--- config.mk ---
export PLATFORM = sky130hd
export DESIGN_NAME = stli_ctrl
export DESIGN_NICKNAME = d
export VERILOG_FILES = /design/src/sv/stli_pkg.sv /design/src/sv/stli_ctrl.sv
export SDC_FILE = /design/constraint.sdc
export NUM_CORES = 1
export LEC_CHECK = 0
export ABC_AREA = 1
export ABC_CLOCK_PERIOD_IN_PS = 7000
export BUFFER_PORTS_ARGS = -buffer_cell sky130_fd_sc_hd__buf_2
export CAP_MARGIN = 25
export CORE_ASPECT_RATIO = 1.25
export CORE_MARGIN = 4
export CORE_UTILIZATION = 32
export DETAILED_ROUTE_END_ITERATION = 6
export MAX_ROUTING_LAYER = met4
export SYNTH_ARGS = -nofsm -noshare
export SYNTH_HDL_FRONTEND = slang
export SYNTH_SLANG_ARGS = --single-unit
--- constraint.sdc ---
create_clock -name i_clk -period 7 [get_ports i_clk]
set_clock_uncertainty 0.1 [all_clocks]
set_input_delay 0.35 -clock i_clk [delete_from_list [all_inputs] [get_ports i_clk]]
set_output_delay 0.35 -clock i_clk [all_outputs]
set_load 0.1 [all_outputs]
--- src/sv/stli_pkg.sv ---
// Shared types and constants of the sorted-table interpolator.
package stli_pkg;
    localparam int unsigned ENERGY_W = 24;
    localparam int unsigned PULSE_W  = 32;
    localparam int unsigned STATUS_W = 3;

    typedef enum logic [2:0] {
        ST_INTERP   = 3'd0,
        ST_LOW      = 3'd1,
        ST_HIGH     = 3'd2,
        ST_EMPTY    = 3'd3,
        ST_INSERTED = 3'd4,
        ST_DROPPED  = 3'd5
    } t_status;

    localparam logic OP_INSERT = 1'b0;
    localparam logic OP_LOOKUP = 1'b1;

    // controller to datapath
    typedef struct packed {
        logic load_item;    // capture input item
        logic wr_shift;     // write moved entry
        logic wr_new;       // write new point
        logic cap_lo;       // capture read data as lower point
        logic cap_hi;       // capture read data as upper point
        logic div_start;
    } t_cmd;

    typedef struct packed {
        logic rd_gt;        // read energy > item energy
        logic div_done;
    } t_stat;
endpackage

--- src/sv/stli_ctrl.sv ---
// Controller: sequences insert shift, lookup search and result handshake.
module stli_ctrl
    import stli_pkg::*;
#(
    parameter int DEPTH = 64
) (
    input  logic                      i_clk,
    input  logic                      i_rst_n,
    input  logic                      i_in_valid,
    output logic                      o_in_ready,
    output logic                      o_out_valid,
    input  logic                      i_out_ready,
    input  logic                      i_opcode,
    input  t_stat                     i_stat,
    input  logic signed [PULSE_W-1:0] i_rd_pulse,
    input  logic signed [PULSE_W-1:0] i_quot,
    output t_cmd                      o_cmd,
    output logic [$clog2(DEPTH)-1:0]  o_addr,
    output logic [$clog2(DEPTH)-1:0]  o_waddr,
    output logic signed [PULSE_W-1:0] o_pulse,
    output logic [STATUS_W-1:0]       o_status,
    output logic [6:0]                o_count
);
    localparam int AW = $clog2(DEPTH);
    localparam int CW = $clog2(DEPTH + 1);

    typedef enum logic [9:0] {
        S_IDLE  = 10'b0000000001,
        S_DISP  = 10'b0000000010,
        S_SCAN  = 10'b0000000100,  // insert: find position
        S_SHIFT = 10'b0000001000,  // insert: move entries up
        S_LSCAN = 10'b0000010000,  // lookup: find first greater
        S_LLO   = 10'b0000100000,
        S_MUL   = 10'b0001000000,
        S_DIV   = 10'b0010000000,
        S_WAIT  = 10'b0100000000,
        S_OUT   = 10'b1000000000
    } t_state;

    t_state              r_state;
    logic [CW-1:0]       r_n, r_i, r_pos;
    logic [1:0]          r_ph;
    logic                r_ovalid;
    logic signed [PULSE_W-1:0] r_pulse;
    t_status             r_status;
    // result item held for the output handshake
    logic signed [PULSE_W-1:0] r_opulse;
    logic [STATUS_W-1:0]       r_ostatus;
    logic [6:0]                r_ocount;

    assign o_in_ready  = (r_state == S_IDLE);
    assign o_out_valid = r_ovalid;
    assign o_pulse     = r_opulse;
    assign o_status    = r_ostatus;
    assign o_count     = r_ocount;

    always_comb begin
        o_cmd   = '0;
        o_addr  = r_i[AW-1:0];
        o_waddr = r_i[AW-1:0];
        o_cmd.load_item = (r_state == S_IDLE) && i_in_valid;
        unique case (r_state)
            S_SHIFT: begin
                o_addr  = AW'(r_i - CW'(1));
                o_waddr = r_i[AW-1:0];
                o_cmd.wr_shift = (r_ph == 2'd1) && (r_i != r_pos);
                o_cmd.wr_new   = (r_ph == 2'd1) && (r_i == r_pos);
            end
            S_LLO: begin
                o_addr = AW'(r_i - CW'(1));
                o_cmd.cap_hi = (r_ph == 2'd0);
                o_cmd.cap_lo = (r_ph == 2'd1);
            end
            S_MUL: o_cmd.div_start = (r_ph == 2'd1);
            default: ;
        endcase
    end

    always_ff @(posedge i_clk) begin
        if (!i_rst_n) begin
            r_state  <= S_IDLE;
            r_n      <= '0;
            r_ovalid <= 1'b0;
        end else begin
            if ((r_state == S_OUT) && (!r_ovalid || i_out_ready)) begin
                r_ovalid  <= 1'b1;
                r_opulse  <= r_pulse;
                r_ostatus <= r_status;
                r_ocount  <= 7'(r_n);
            end else if (i_out_ready) begin
                r_ovalid <= 1'b0;
            end
            unique case (r_state)
                S_IDLE: if (i_in_valid) begin
                    r_state <= S_DISP;
                    r_i     <= '0;
                    r_ph    <= '0;
                end
                S_DISP: begin
                    r_pulse <= '0;
                    if (i_opcode == OP_INSERT) begin
                        if (r_n == CW'(DEPTH)) begin
                            r_status <= ST_DROPPED;
                            r_state  <= S_OUT;
                        end else begin
                            r_pos   <= r_n;
                            r_state <= S_SCAN;
                        end
                    end else if (r_n == '0) begin
                        r_status <= ST_EMPTY;
                        r_state  <= S_OUT;
                    end else begin
                        r_state <= S_LSCAN;
                    end
                end
                S_SCAN: begin
                    // address r_i issued; data valid next cycle (r_ph toggles)
                    if (r_i == r_n) begin
                        r_i <= r_n; r_ph <= '0; r_state <= S_SHIFT;
                    end else if (r_ph == 2'd0) begin
                        r_ph <= 2'd1;
                    end else if (i_stat.rd_gt) begin
                        r_pos <= r_i; r_i <= r_n; r_ph <= '0; r_state <= S_SHIFT;
                    end else begin
                        r_i <= r_i + CW'(1); r_ph <= '0;
                    end
                end
                S_SHIFT: begin
                    if (r_ph == 2'd0) r_ph <= 2'd1;
                    else if (r_i == r_pos) begin
                        r_n      <= r_n + CW'(1);
                        r_status <= ST_INSERTED;
                        r_state  <= S_OUT;
                    end else begin
                        r_i <= r_i - CW'(1); r_ph <= '0;
                    end
                end
                S_LSCAN: begin
                    if (r_i == r_n) begin
                        r_ph <= 2'd0; r_state <= S_WAIT;
                        r_i  <= r_n - CW'(1);
                    end else if (r_ph == 2'd0) begin
                        r_ph <= 2'd1;
                    end else if (i_stat.rd_gt) begin
                        if (r_i == '0) begin
                            r_pulse  <= i_rd_pulse;
                            r_status <= ST_LOW;
                            r_state  <= S_OUT;
                        end else begin
                            r_ph <= 2'd0; r_state <= S_LLO;
                        end
                    end else begin
                        r_i <= r_i + CW'(1); r_ph <= '0;
                    end
                end
                S_LLO: begin
                    if (r_ph == 2'd0) r_ph <= 2'd1;
                    else begin r_ph <= 2'd0; r_state <= S_MUL; end
                end
                S_MUL: begin
                    if (r_ph == 2'd0) r_ph <= 2'd1;
                    else r_state <= S_DIV;
                end
                S_DIV: if (i_stat.div_done) begin
                    r_pulse  <= i_quot;
                    r_status <= ST_INTERP;
                    r_state  <= S_OUT;
                end
                S_WAIT: begin
                    // read last entry for clamp high
                    if (r_ph == 2'd0) r_ph <= 2'd1;
                    else begin
                        r_pulse  <= i_rd_pulse;
                        r_status <= ST_HIGH;
                        r_state  <= S_OUT;
                    end
                end
                S_OUT: if (!r_ovalid || i_out_ready) begin
                    r_state  <= S_IDLE;
                end
                default: r_state <= S_IDLE;
            endcase
        end
    end
endmodule

==> results.md, run 1 <==
- The run finished with clean final reports.
- The worst supply voltage drop on vdd is 0.000235 V.
- Setup repair after global routing left no endpoint under its margin.
- The simple-gate share of the synthesized area is 0.225.
- Of the total power, the share spent switching nets is 0.439.
- The total negative setup slack is 0 ns.
- In the global route stage, met2 resource usage came out at 0.237.
- In the post-synthesis netlist, the biggest area contributors are edfxtp_1 49%, nand2_1 8.0%, dfxtp_1 6.4%, a22o_1 5.0%, nor2_1 4.3%.
- The die extent in y is 156 um.
- The clock sink total is 110.
- The die extent in x is 127 um.
- The number of design rule violations left after detail routing is 0.
- The share of the synthesized area in the top cell type is 0.492.
- Of all nets on the critical path, the largest fanout is 11.
- The multi-input gate area in the final layout is 2110 um2.
- The number of iterations in the first detailed-routing pass is 7.
- The critical path launch point type is a flip-flop.
- After clock tree synthesis, the clock-pin slew on the worst setup and hold paths is 0.08 ns.
- After detailed routing, the number of vias per cell comes to 4.73.
- The number of cells after detailed placement is 921.
- The count of state elements after synthesis is 110.
- The final standard cell count with taps included and fillers excluded is 938.
- Of the total synthesized cell area, the portion taken by XOR and XNOR cells is 0.0265.
- In this run the post-CTS setup repair buffer count came out at 0.
- The transition time at the pin with the least slew margin is 0.909 ns.
- Synthesis produced a netlist with a net count of 667.
- The part of the cycle the worst path needs is 0.426.
- The met3 track demand over resource in global routing is 0.0260.
- During placement, the flow inserted port buffers numbering 132.
- The number of top-level design ports is 133.
- The post-detailed-routing wire length is 14.4 mm.
- The hold-fix buffer count after cts is 0.
- The via count of the first global-routing pass is 4205.
- The buffer depth of the longest clock path is 2.
- The leakage power figure is 2.95 nW.
- After floorplanning, the core was sized to cover 17000 um2.
- The wire length of the first global-routing pass is 22.4 mm.
- Of the total synthesized cell area, the portion taken by full adders, half adders and majority gates is 0.0134.
- The final period demand of the worst path is 2.98 ns.
- The number of H-tree levels is 3.
- The layout overhead on the synthesized area is 20.7%.
- The post-synthesis cell type with the largest combined area is edfxtp_1.
- Across the run, the number of max-cap violations was 0.
- The number of nets in the layout is 790.
- In this run the remaining antenna-violating nets after routing total 0.
- The synthesized-area fraction occupied by ao, oa, aoi and oai cells is 0.108.
- The post-synthesis instance area is 5620 um2.
- For this block, the via count after detailed routing is 4434.
- The initial utilization of the core area, before any placement, comes to 0.330.
- The share of total power dissipated in the clock network is 0.236.
- The arrival time reported for the critical path endpoint is 2.53 ns.
- The sequential power share is 0.376.
- The met1 demand-to-capacity share in global routing is 0.187.
- The register area is 3120 um2.
- Of the post-synthesis cell area, the part taken by muxes is 0.
- The total routing resource utilization after global routing is 0.147.
- In this run the power density over the cells is 325 nW/um2.
- Of the total power, combinational logic draws 0.388.
- The count of unique library cells instantiated by Yosys is 37.
- After clock tree synthesis, the repair step resized 0 gates.
- The required time at the worst-slack endpoint is 6.55 ns.
- The worst setup path is captured at an output port.
- The die covers 19800 um2.
- The violation count after the first detailed-routing iteration is 316.
- TritonCTS built the clock tree.
- The detailed placement HPWL is 10.9 mm.
- In the synthesized netlist, the number of instances is 590.
- The worst slew margin relative to its limit is 0.394.
- Of the cells placed in the final design, the portion with a size suffix greater than 1 is 0.279.
- The final weighted congestion in routability-driven placement is 0.993.
- For this run, the top clock speed supported by timing is 336 MHz.
- The number of placement rows is 53.
- The layout has 1668 filler cells.
- The class of the most critical setup path is flip-flop to output port.
- For this run, the register share of the synthesized area comes to 0.556.
- The number of pins with negative max-slew slack in the final report is 0.
- After detailed routing, the average wire length per cell comes to 15.3 um.
- Entering global routing, the biggest net connects 43 pins.
- TritonCTS created 9 clock buffers.
- The layer flagged by global routing as most heavily used is met2.
- The repair_antennas step left the layout with diodes totalling 0.
- The library cell used as clock root buffer is clkbuf_16.
- The final hold violation count is 0.
- The initial antenna violation count was 0.
- The path class of the tightest hold or removal check is primary input to flip-flop.
- The largest family of logic cells by synthesized area is simple AND/OR/NAND/NOR gates.
- Global routing finished with a remaining overflow of 0.
- The analysis attributes to net switching a power of 0.966 mW.
- The average footprint of a synthesized cell is 9.52 um2.
- For this run, the number of Yosys warnings is 0.
- Clock latency on the worst-skew pair, taken at its later pin, is 0.35 ns.
- The final number of setup-violating endpoints is 0.
- The internal portion of the total power is 1.23 mW.
## layout by cell type (no fill, tap or decap), drive strengths merged, types with 3 or more instances in the layout
master	count
o22ai	4
inv	74
xnor2	7
nor3	14
edfxtp	92
a21oi	18
nand4	9
buf	137
dfxtp	18
a31oi	3
nand2	126
a22o	32
xor2	10
nor2	83
o21ai	25
o211ai	5
nand3	39
clkbuf	9
ha	6
## cell usage after synthesis
cell / count
nand3b_1: 1
nand4_1: 9
o211ai_1: 5
nor3_2: 1
a31oi_1: 3
nand3_1: 37
buf_4: 9
a22oi_1: 1
edfxtp_1: 92
xnor2_1: 7
o221ai_1: 1
inv_2: 14
nand3_2: 2
nor4_1: 1
inv_1: 54
xor2_1: 10
nor2_4: 6
o21ai_0: 22
o21ai_1: 3
nor3_1: 12
o2111ai_1: 1
nor2_2: 12
o22ai_1: 4
nor3_4: 1
and2_1: 1
a21oi_1: 17
nor2_1: 64
nand2_2: 6
a22o_1: 32
nor2_8: 1
buf_2: 13
dfxtp_1: 18
a21oi_2: 1
ha_1: 6
nand2_4: 1
clkbuf_1: 3
nand2_1: 119
## registers in the layout (all words and copies together) (netlist names)
name,cells
r_ph,1
r_pos,7
o_out_valid,1
r_status,3
r_n,7
o_count,7
r_pulse,32
o_status,3
o_pulse,32
r_i,7
r_state,10
## power groups by stage
stage                     combinational [mW]  clock, mW  sequential [mW]
after floorplan                        0.673          0            0.848
after global placement                 0.853          0            0.841
after detailed placement               0.849          0            0.843
after CTS                              0.853      0.535            0.828
after global routing                   0.924      0.563            0.836
final                                  0.853      0.520            0.828
## cell type report
class                           count  share of cell area
Sequential cell                   110               0.461
Multi-Input combinational cell    387               0.311
Timing Repair Buffer              137               0.106
Tap cell                          220              0.0406
Inverter                           68              0.0376
Clock buffer                        9              0.0332
Clock inverter                      7              0.0116
## final timing paths
path	depth (start not counted)	slack, ns	start	to
setup / recovery	7	4.02	r_state[2]	o_addr[5]
hold / removal	2	0.18	i_rd_pulse[11]	r_pulse[11]
setup reg to reg	9	4.27	r_state[9]	r_i[5]
hold reg to reg	0	0.31	r_pulse[6]	o_pulse[6]
## routing by layer
metal / up-vias / routed length, um
li1: 2254 / -
met1: 1998 / 6260
met2: 162 / 7000
met3: 20 / 845
met4: 0 / 276
met5: - / 0
## worst max-delay path, cell delays in order, from the launching register on
cell	delay (ns)
dfxtp_1	0.39
nor2_2	0.09
nand2_2	0.18
nor2_2	0.07
a21oi_1	0.73
nor2_1	0.11
a21oi_1	0.16
buf_2	0.45
## cells by family after synthesis
| kind of cell | count (synthesis) |
|---|---|
| buffers and inverters | 93 |
| XOR/XNOR | 17 |
| AO/OA/AOI/OAI | 90 |
| adder cells (fa/ha/maj) | 6 |
| flip-flops | 110 |
| AND/OR/NAND/NOR | 274 |
## metrics by stage
step	total power, mW	setup slack [ns]	hold slack (ns)	cell area [um2]	util
global route	2.32	3.77	0.163	6780	0.398
finish	2.20	4.02	0.182	6780	0.398
global placement	1.69	4.30	0.301	6440	0.378
CTS	2.22	3.97	0.169	6760	0.397
floorplan	1.52	2.64	0.300	5620	-
detailed placement	1.69	4.32	0.305	6460	0.379
Note: power is estimated with default switching activity, not from simulation.
==> run 2: changes to the inputs <==
--- a/config.mk
+++ b/config.mk
@@ -5,8 +5,8 @@
 export SDC_FILE = /design/constraint.sdc
 export NUM_CORES = 1
 export LEC_CHECK = 0
-export ABC_AREA = 1
-export ABC_CLOCK_PERIOD_IN_PS = 7000
+export ABC_AREA = 0
+export ABC_CLOCK_PERIOD_IN_PS = 2890
 export BUFFER_PORTS_ARGS = -buffer_cell sky130_fd_sc_hd__buf_2
 export CAP_MARGIN = 25
 export CORE_ASPECT_RATIO = 1.25
==> constraint.sdc (replaced) <==
create_clock -name i_clk -period 2.89 [get_ports i_clk]
set_clock_uncertainty 0.1 [all_clocks]
set_input_delay 0.1445 -clock i_clk [delete_from_list [all_inputs] [get_ports i_clk]]
set_output_delay 0.1445 -clock i_clk [all_outputs]
set_load 0.1 [all_outputs]
==> results.md, run 2 <==
- After synthesis, the most frequently instantiated cells are 92 x edfxtp_1, 41 x nand2_1, 32 x a22o_1, 28 x xnor2_1, 24 x nor2_1.
- The number of H-tree levels is 3.
- The final standard cell count with taps included and fillers excluded is 836.
- Of the total power, the clock network draws 0.323.
- The floorplan core area is 16400 um2.
- The worst hold slack is 0.00516 ns.
- At the worst endpoint, the arrival time is 2.55 ns.
- The leakage power figure is 2.70 nW.
- For hold timing, the worst endpoint is r_pulse[16].
- The root buffer cell chosen for the clock tree is clkbuf_16.
- After detailed placement, the design holds a cell count of 790.
- From bottom edge to top edge, the die measures 153 um.
- The final hold violation count was 0.
- The logic depth of the worst register-to-register path is 6.
- The worst slack after detailed placement is 0.302 ns.
- The clock sink total is 110.
- Of the total power, the share spent switching nets is 0.303.
- Detailed placement ended at an HPWL of 10.6 mm.
- The leading cell type in the layout, fill and taps excluded is buf_2.
- The total negative setup slack is 0 ns.
- Counting flops with an async set or reset pin after synthesis yields a share of 0.
- The worst path needs 2.79 ns of the cycle, external delays included.
- From synthesis to final layout, the design area changed by 32.1%.
- Yosys mapped a number of flops with a built-in enable equal to 92.
- The total congestion overflow after global routing is 0.
- The number of design rule violations left after detail routing is 0.
- The part of the cycle the worst path needs is 0.967.
- The number of port buffers is 132.
- A synthesized cell averages 12.0 um2.
- Clock tree synthesis inserted a total of 9 buffers.
- In the synthesized netlist, the number of instances is 452.
- The worst hold path was traced through 2 stages.
- The leading cell type by number of instances after synthesis is edfxtp_1.
- Of the post-synthesis cell area, the dominant cell type holds 0.511.
- For this run, the register share of the synthesized area comes to 0.578.
- The number of pins with negative max-slew slack in the final report is 0.
- The flow ran to the end, and the final reports show no timing, DRC or antenna violations.
- The dominant synthesized flop cell is edfxtp_1.
- At the worst endpoint, the required time is 2.65 ns.
- In this run the power density over the cells is 528 nW/um2.
- Routability-driven placement finished with a final weighted congestion of 0.971.
- Across every metal layer, demand over resource in global routing totals 0.156.
- In this run, the number of DRC markers left after iteration 0 of detailed routing was 306.
- The CTS tree is built.
- The via count of the first global-routing pass is 4387.
- The post-synthesis instance area is 5410 um2.
- The wire length of the first global-routing pass is 23.1 mm.
- The worst setup path is of the flip-flop to output port kind.
- The worst min-delay path category is primary input to flip-flop.
- Buffers added to address setup during post-CTS repair amount to 0.
- The post-synthesis cell type with the largest combined area is edfxtp_1.
- The count of inserted antenna diode cells is 0.
- The via density per instance is 5.08.
- Based on the critical path, the design can be clocked at up to 358 MHz.
- STA classifies the critical path endpoint as an output port.
- The number of placement rows is 52.
- The die extent in x is 124 um.
- In this run the critical register-to-register path is captured at r_state[5].
- After layout, the worst setup slack is 0.0965 ns.
- In this run the tightest slew margin relative to its limit is 0.535.
- The part of the total power dissipated in combinational logic is 0.198.
- The synthesized netlist net count is 529.
- The longest clock path from root to sink contains 2 buffers.
- The beginning of the worst hold path is i_rd_pulse[16].
- The die area is 19100 um2.
- The transition time at the pin with the least slew margin is 0.688 ns.
- The initial utilization of the core area, before any placement, comes to 0.330.
- In the layout the commonest cells are 127 x buf_2, 92 x edfxtp_1, 41 x nand2_1, 32 x a22o_1, 30 x dlygate4sd3_1.
- The sequential power share is 0.479.
- After detailed routing, the total wire length is 14.7 mm.
- Counting flops and latches in the post-synthesis netlist gives 110.
- The final routed wire length divided by cell count is 17.5 um.
- The clock-pin slew of the registers on the worst-case setup and hold paths is 0.08 ns.
- Entering global routing, the biggest net connects 43 pins.
- The final route contains 4250 vias.
- The number of top-level design ports is 133.
- IR analysis of the VDD net gives a maximum drop of 0.000311 V.
- The clock latency on the worst-skew pair is 0.35 ns.
- The reg-to-reg setup timing slack is 0.28 ns.
- Setup violations remaining at the end of the flow were counted as 0.
- After layout, the design draws a total of 3.77 mW.
- In this run the power spent charging and discharging nets is 1.14 mW.
- Before antenna repair, the detailed router went through 4 iterations.
- The fraction of layout cells with a size suffix above 1 is 0.335.
- The max-capacitance violation count is 0.
- The worst setup path is launched from a flip-flop.
- The number of nets in the layout is 692.
- Setup repair after global routing left no endpoint under its margin.
- The worst register-to-register path begins at r_i[6].
- Along the worst path, the maximum fanout reaches 10.
- The initial antenna violation count came to 0.
- The internal power summed over all cells is 2.63 mW.
- The synthesized netlist contains 65 unique library cells.
- Once detail routing completed, the nets flagged for antenna violations numbered 0.
- Yosys printed 0 warnings.
- In the post-synthesis netlist, the biggest area contributors are edfxtp_1 51%, dfxtp_1 6.7%, a22o_1 5.2%, xnor2_1 4.5%, nand2_1 2.8%.
## run 2: changes by cell type after synthesis, moves of 14 or more
cell	delta
nand3_1	-23
nor2_1	-40
inv_1	-47
clkbuf_1	+20
nand2_1	-78
inv_2	-14
xnor2_1	+21
## run 2: repair_timing
action	in CTS	in global routing
hold endpoints to repair	17	1
hold buffers	29	1
gates resized for setup	0	1
endpoints found under the setup margin	0	2
## run 2: worst max-delay path: stages (launching register included)
cell     delay (ns)
dfxtp_1        0.41
or4_4          0.65
nor4b_4        0.27
buf_4          0.23
xnor2_1        0.16
buf_2          0.47
## run 2: logic make-up after synthesis
family | synth area share
AO/OA/AOI/OAI | 0.136
XOR/XNOR | 0.0615
adder cells (fa/ha/maj) | 0.0139
buffers and inverters | 0.0440
flip-flops | 0.578
multiplexers | 0.00578
AND/OR/NAND/NOR | 0.162
## run 2: power by group through the flow
stage | Clock, mW | Sequential, mW | Combinational (mW)
after floorplan | 0 | 1.82 | 0.538
after global placement | 0 | 1.84 | 0.705
after detailed placement | 0 | 1.84 | 0.711
after CTS | 1.26 | 1.81 | 0.745
after global routing | 1.33 | 1.81 | 0.789
final | 1.22 | 1.81 | 0.747
## run 2: cell type report
class / instances / area (um2)
well taps: 216 / 270
fillers: 1549 / 9250
clock buffers: 9 / 225
multi-input cells: 294 / 2130
clock inverters: 7 / 72.6
repair buffers: 193 / 1290
inverters: 7 / 26.3
flip-flops and latches: 110 / 3120
## run 2: worst max path at each step
| stage | slack [ns] | start | cells after the start | end |
|---|---|---|---|---|
| after CTS | 0.09 | r_state[6] | 5 | o_addr[0] |
| after detailed placement | 0.30 | r_i[6] | 6 | r_state[5] |
| final | 0.1 | r_state[9] | 5 | o_addr[0] |
| after global routing | 0.02 | r_state[9] | 6 | o_addr[4] |
| after global placement | 0.38 | r_state[6] | 5 | r_pos[2] |
| after floorplan | -0.30 | r_state[6] | 6 | r_state[6] |
## run 2: per-layer routing
layer  vias up  global-route usage  share of wire
met4         0              0.0637          0.030
li1       2018                   -              -
met1      2020               0.185           0.41
met3        30              0.0377          0.069
met5         -                   -              0
met2       182               0.255           0.49
## run 2: per-stage QoR
| step | instance area, um2 | util |
|---|---|---|
| detailed placement | 6540 | 0.399 |
| global placement | 6540 | 0.399 |
| floorplan | 5480 | - |
| finish | 7140 | 0.436 |
| global route | 7140 | 0.436 |
| CTS | 7130 | 0.435 |
==> run 3: changes to the inputs <==
--- a/config.mk
+++ b/config.mk
@@ -14,6 +14,7 @@
 export CORE_UTILIZATION = 32
 export DETAILED_ROUTE_END_ITERATION = 6
 export MAX_ROUTING_LAYER = met4
+export PLACE_DENSITY = 0.56
 export SYNTH_ARGS = -nofsm -noshare
 export SYNTH_HDL_FRONTEND = slang
 export SYNTH_SLANG_ARGS = --single-unit
==> results.md, run 3 (same netlist as run 2, synthesis figures left out) <==
- The maximum number of pins on one net before global-route repair is 43.
- The library cells used most frequently in the layout, excluding fill and tap cells, are 127 x buf_2, 92 x edfxtp_1, 42 x buf_4, 41 x nand2_1, 32 x a22o_1.
- Across every metal layer, demand over resource in global routing totals 0.155.
- Across all layers, the routed design uses 4247 vias.
- The leading cell type in the layout, fill and taps excluded is buf_2.
- Summed over all nets, the switching power comes to 1.12 mW.
- The clock reaches the later pin of the worst-skew pair after 0.35 ns.
- The final hold violation count was 0.
- After detailed routing, the number of vias per cell comes to 5.00.
- The number of design rule violations left after detail routing is 0.
- Measured against its own limit, the worst slew margin works out to 0.495.
- In this run the count of I/O pins placed on the die edge is 133.
- The number of pins with negative max-slew slack in the final report is 0.
- The number of placed instances, taps included, is 799.
- The detailed router finished its first iteration with 320 violations.
- The number of H-tree levels is 3.
- The power consumption is 3.75 mW.
- CTS saw 110 sinks.
- Of the total power, the clock network draws 0.317.
- The buffer depth of the longest clock path is 2.
- The power density over cell area is 519 nW/um2.
- Of the total power, the share spent switching nets is 0.299.
- Setup violations remaining at the end of the flow were counted as 0.
- The fill cell instance count of the final layout is 1550.
- Setup repair after global routing left no endpoint under its margin.
- The critical path is of the flip-flop to output port type.
- The total overflow left after global routing is 0.
- After detailed routing, the average wire length per cell comes to 17.2 um.
- The total negative setup slack is 0 ns.
- The final standard cell count with taps included and fillers excluded is 850.
- The pre-antenna-repair detailed-routing pass consisted of 4 iterations.
- 0 antenna diodes ended up in the layout.
- The initial antenna violation count is 0.
- The post-detailed-routing wire length is 14.6 mm.
- STA classifies the critical path startpoint as a flip-flop.
- The die area is 19100 um2.
- The fraction of layout cells with a size suffix above 1 is 0.345.
- The share of total power dissipated in combinational logic is 0.201.
- The detailed placement HPWL is 10.7 mm.
- The number of nets in the layout is 706.
- The effective utilization at floorplan is 0.330.
- The worst reg2reg path startpoint is r_state[6].
- The clock-pin slew of the registers on the worst-case setup and hold paths is 0.07 ns.
- In this run the worst path has a maximum fanout of 10.
- The beginning of the worst hold path is i_rd_pulse[8].
- The worst setup path is captured at an output port.
- The floorplan step set the die height to 153 um.
- Dividing the final minimum period by the clock period gives 0.963.
- The internal power summed over all cells is 2.63 mW.
- The via count of the first global-routing pass is 4321.
- In this run the tool buffered the top-level ports with 132 buffer cells.
- The clock buffer count from CTS is 9.
- The final weighted congestion in routability-driven placement is 0.892.
- The leakage power figure is 2.79 nW.
- For this run, the top clock speed supported by timing is 359 MHz.
- Across the run, the number of max-cap violations was 0.
- The count of nets left with antenna violations once routing finished came out at 0.
- The root buffer cell chosen for the clock tree is clkbuf_16.
- The layout overhead on the synthesized area is 33.7%.
- Across the VDD grid, the largest voltage drop is 0.000293 V.
- The run finished with clean final reports.
- The arrival time reported for the critical path endpoint is 2.54 ns.
- In this run the core area contains 52 standard-cell rows.
- At the worst endpoint, the required time is 2.65 ns.
- The worst min-delay path category is primary input to flip-flop.
- The worst path in the final design needs a cycle of 2.78 ns, including I/O delays and setup.
- The core region is 16400 um2.
- The critical path launch point is r_state[6].
- The die is 124 um wide.
- The sequential power share is 0.482.
- At the pin with the least slew margin, the transition time is 0.758 ns.
- The CTS tree is built.
- The first global-routing pass estimated 23.0 mm of wire.
run 3: per-layer routing:
layer  global-route usage  vias to the layer above  routed length, um
li1                     -                     2043                  -
met1                0.183                     1977               5790
met2                0.259                      194               7340
met3               0.0311                       33               1050
met4               0.0627                        0                430
met5                    -                        -                  0
run 3: layout make-up:
class	count	area, um2	share of cell area
Multi-Input combinational cell	294	2130	0.295
Clock inverter	6	56.3	0.00779
Clock buffer	10	229	0.0317
Inverter	7	26.3	0.00364
Sequential cell	110	3120	0.432
Timing Repair Buffer	207	1390	0.193
Tap cell	216	270	0.0374
run 3: path summary, 6_finish.rpt:
path | endpoint | slack [ns] | cells past startpoint
setup / recovery | o_cmd[3] | 0.11 | 5
hold / removal | r_pulse[8] | 0.01 | 2
setup reg to reg | r_n[3] | 0.23 | 7
hold reg to reg | o_pulse[28] | 0.32 | 0
run 3: what timing repair did:
action | in CTS | in global routing
setup endpoints to repair | 0 | 13
hold endpoints to repair | 16 | 2
setup buffers | 0 | 4
resized for setup | 0 | 1
hold buffers | 29 | 2
run 3: power by group through the flow:
stage	Sequential, mW	Combinational, mW	Clock [mW]
detailed placement	1.84	0.722	0
floorplan	1.82	0.538	0
global route	1.81	0.805	1.29
global placement	1.84	0.720	0
CTS	1.81	0.742	1.23
finish	1.81	0.753	1.19
run 3: through the flow:
stage          instance area (um2)  hold slack, ns  setup slack, ns  utilization
2_1_floorplan                 5480           0.216           -0.295            -
3_3_place_gp                  6600           0.301            0.246        0.402
3_5_place_dp                  6600           0.305            0.241        0.402
4_1_cts                       7170        0.000145           0.0527        0.438
5_1_grt                       7230         0.00305          0.00109        0.441
6_report                      7230          0.0107            0.107        0.441
run 3: critical path: stages, from the launching register on:
cell     delay, ns
dfxtp_1       0.43
nor3_2        0.52
nand4_2       0.43
nor4_4        0.42
buf_4         0.20
buf_12        0.17
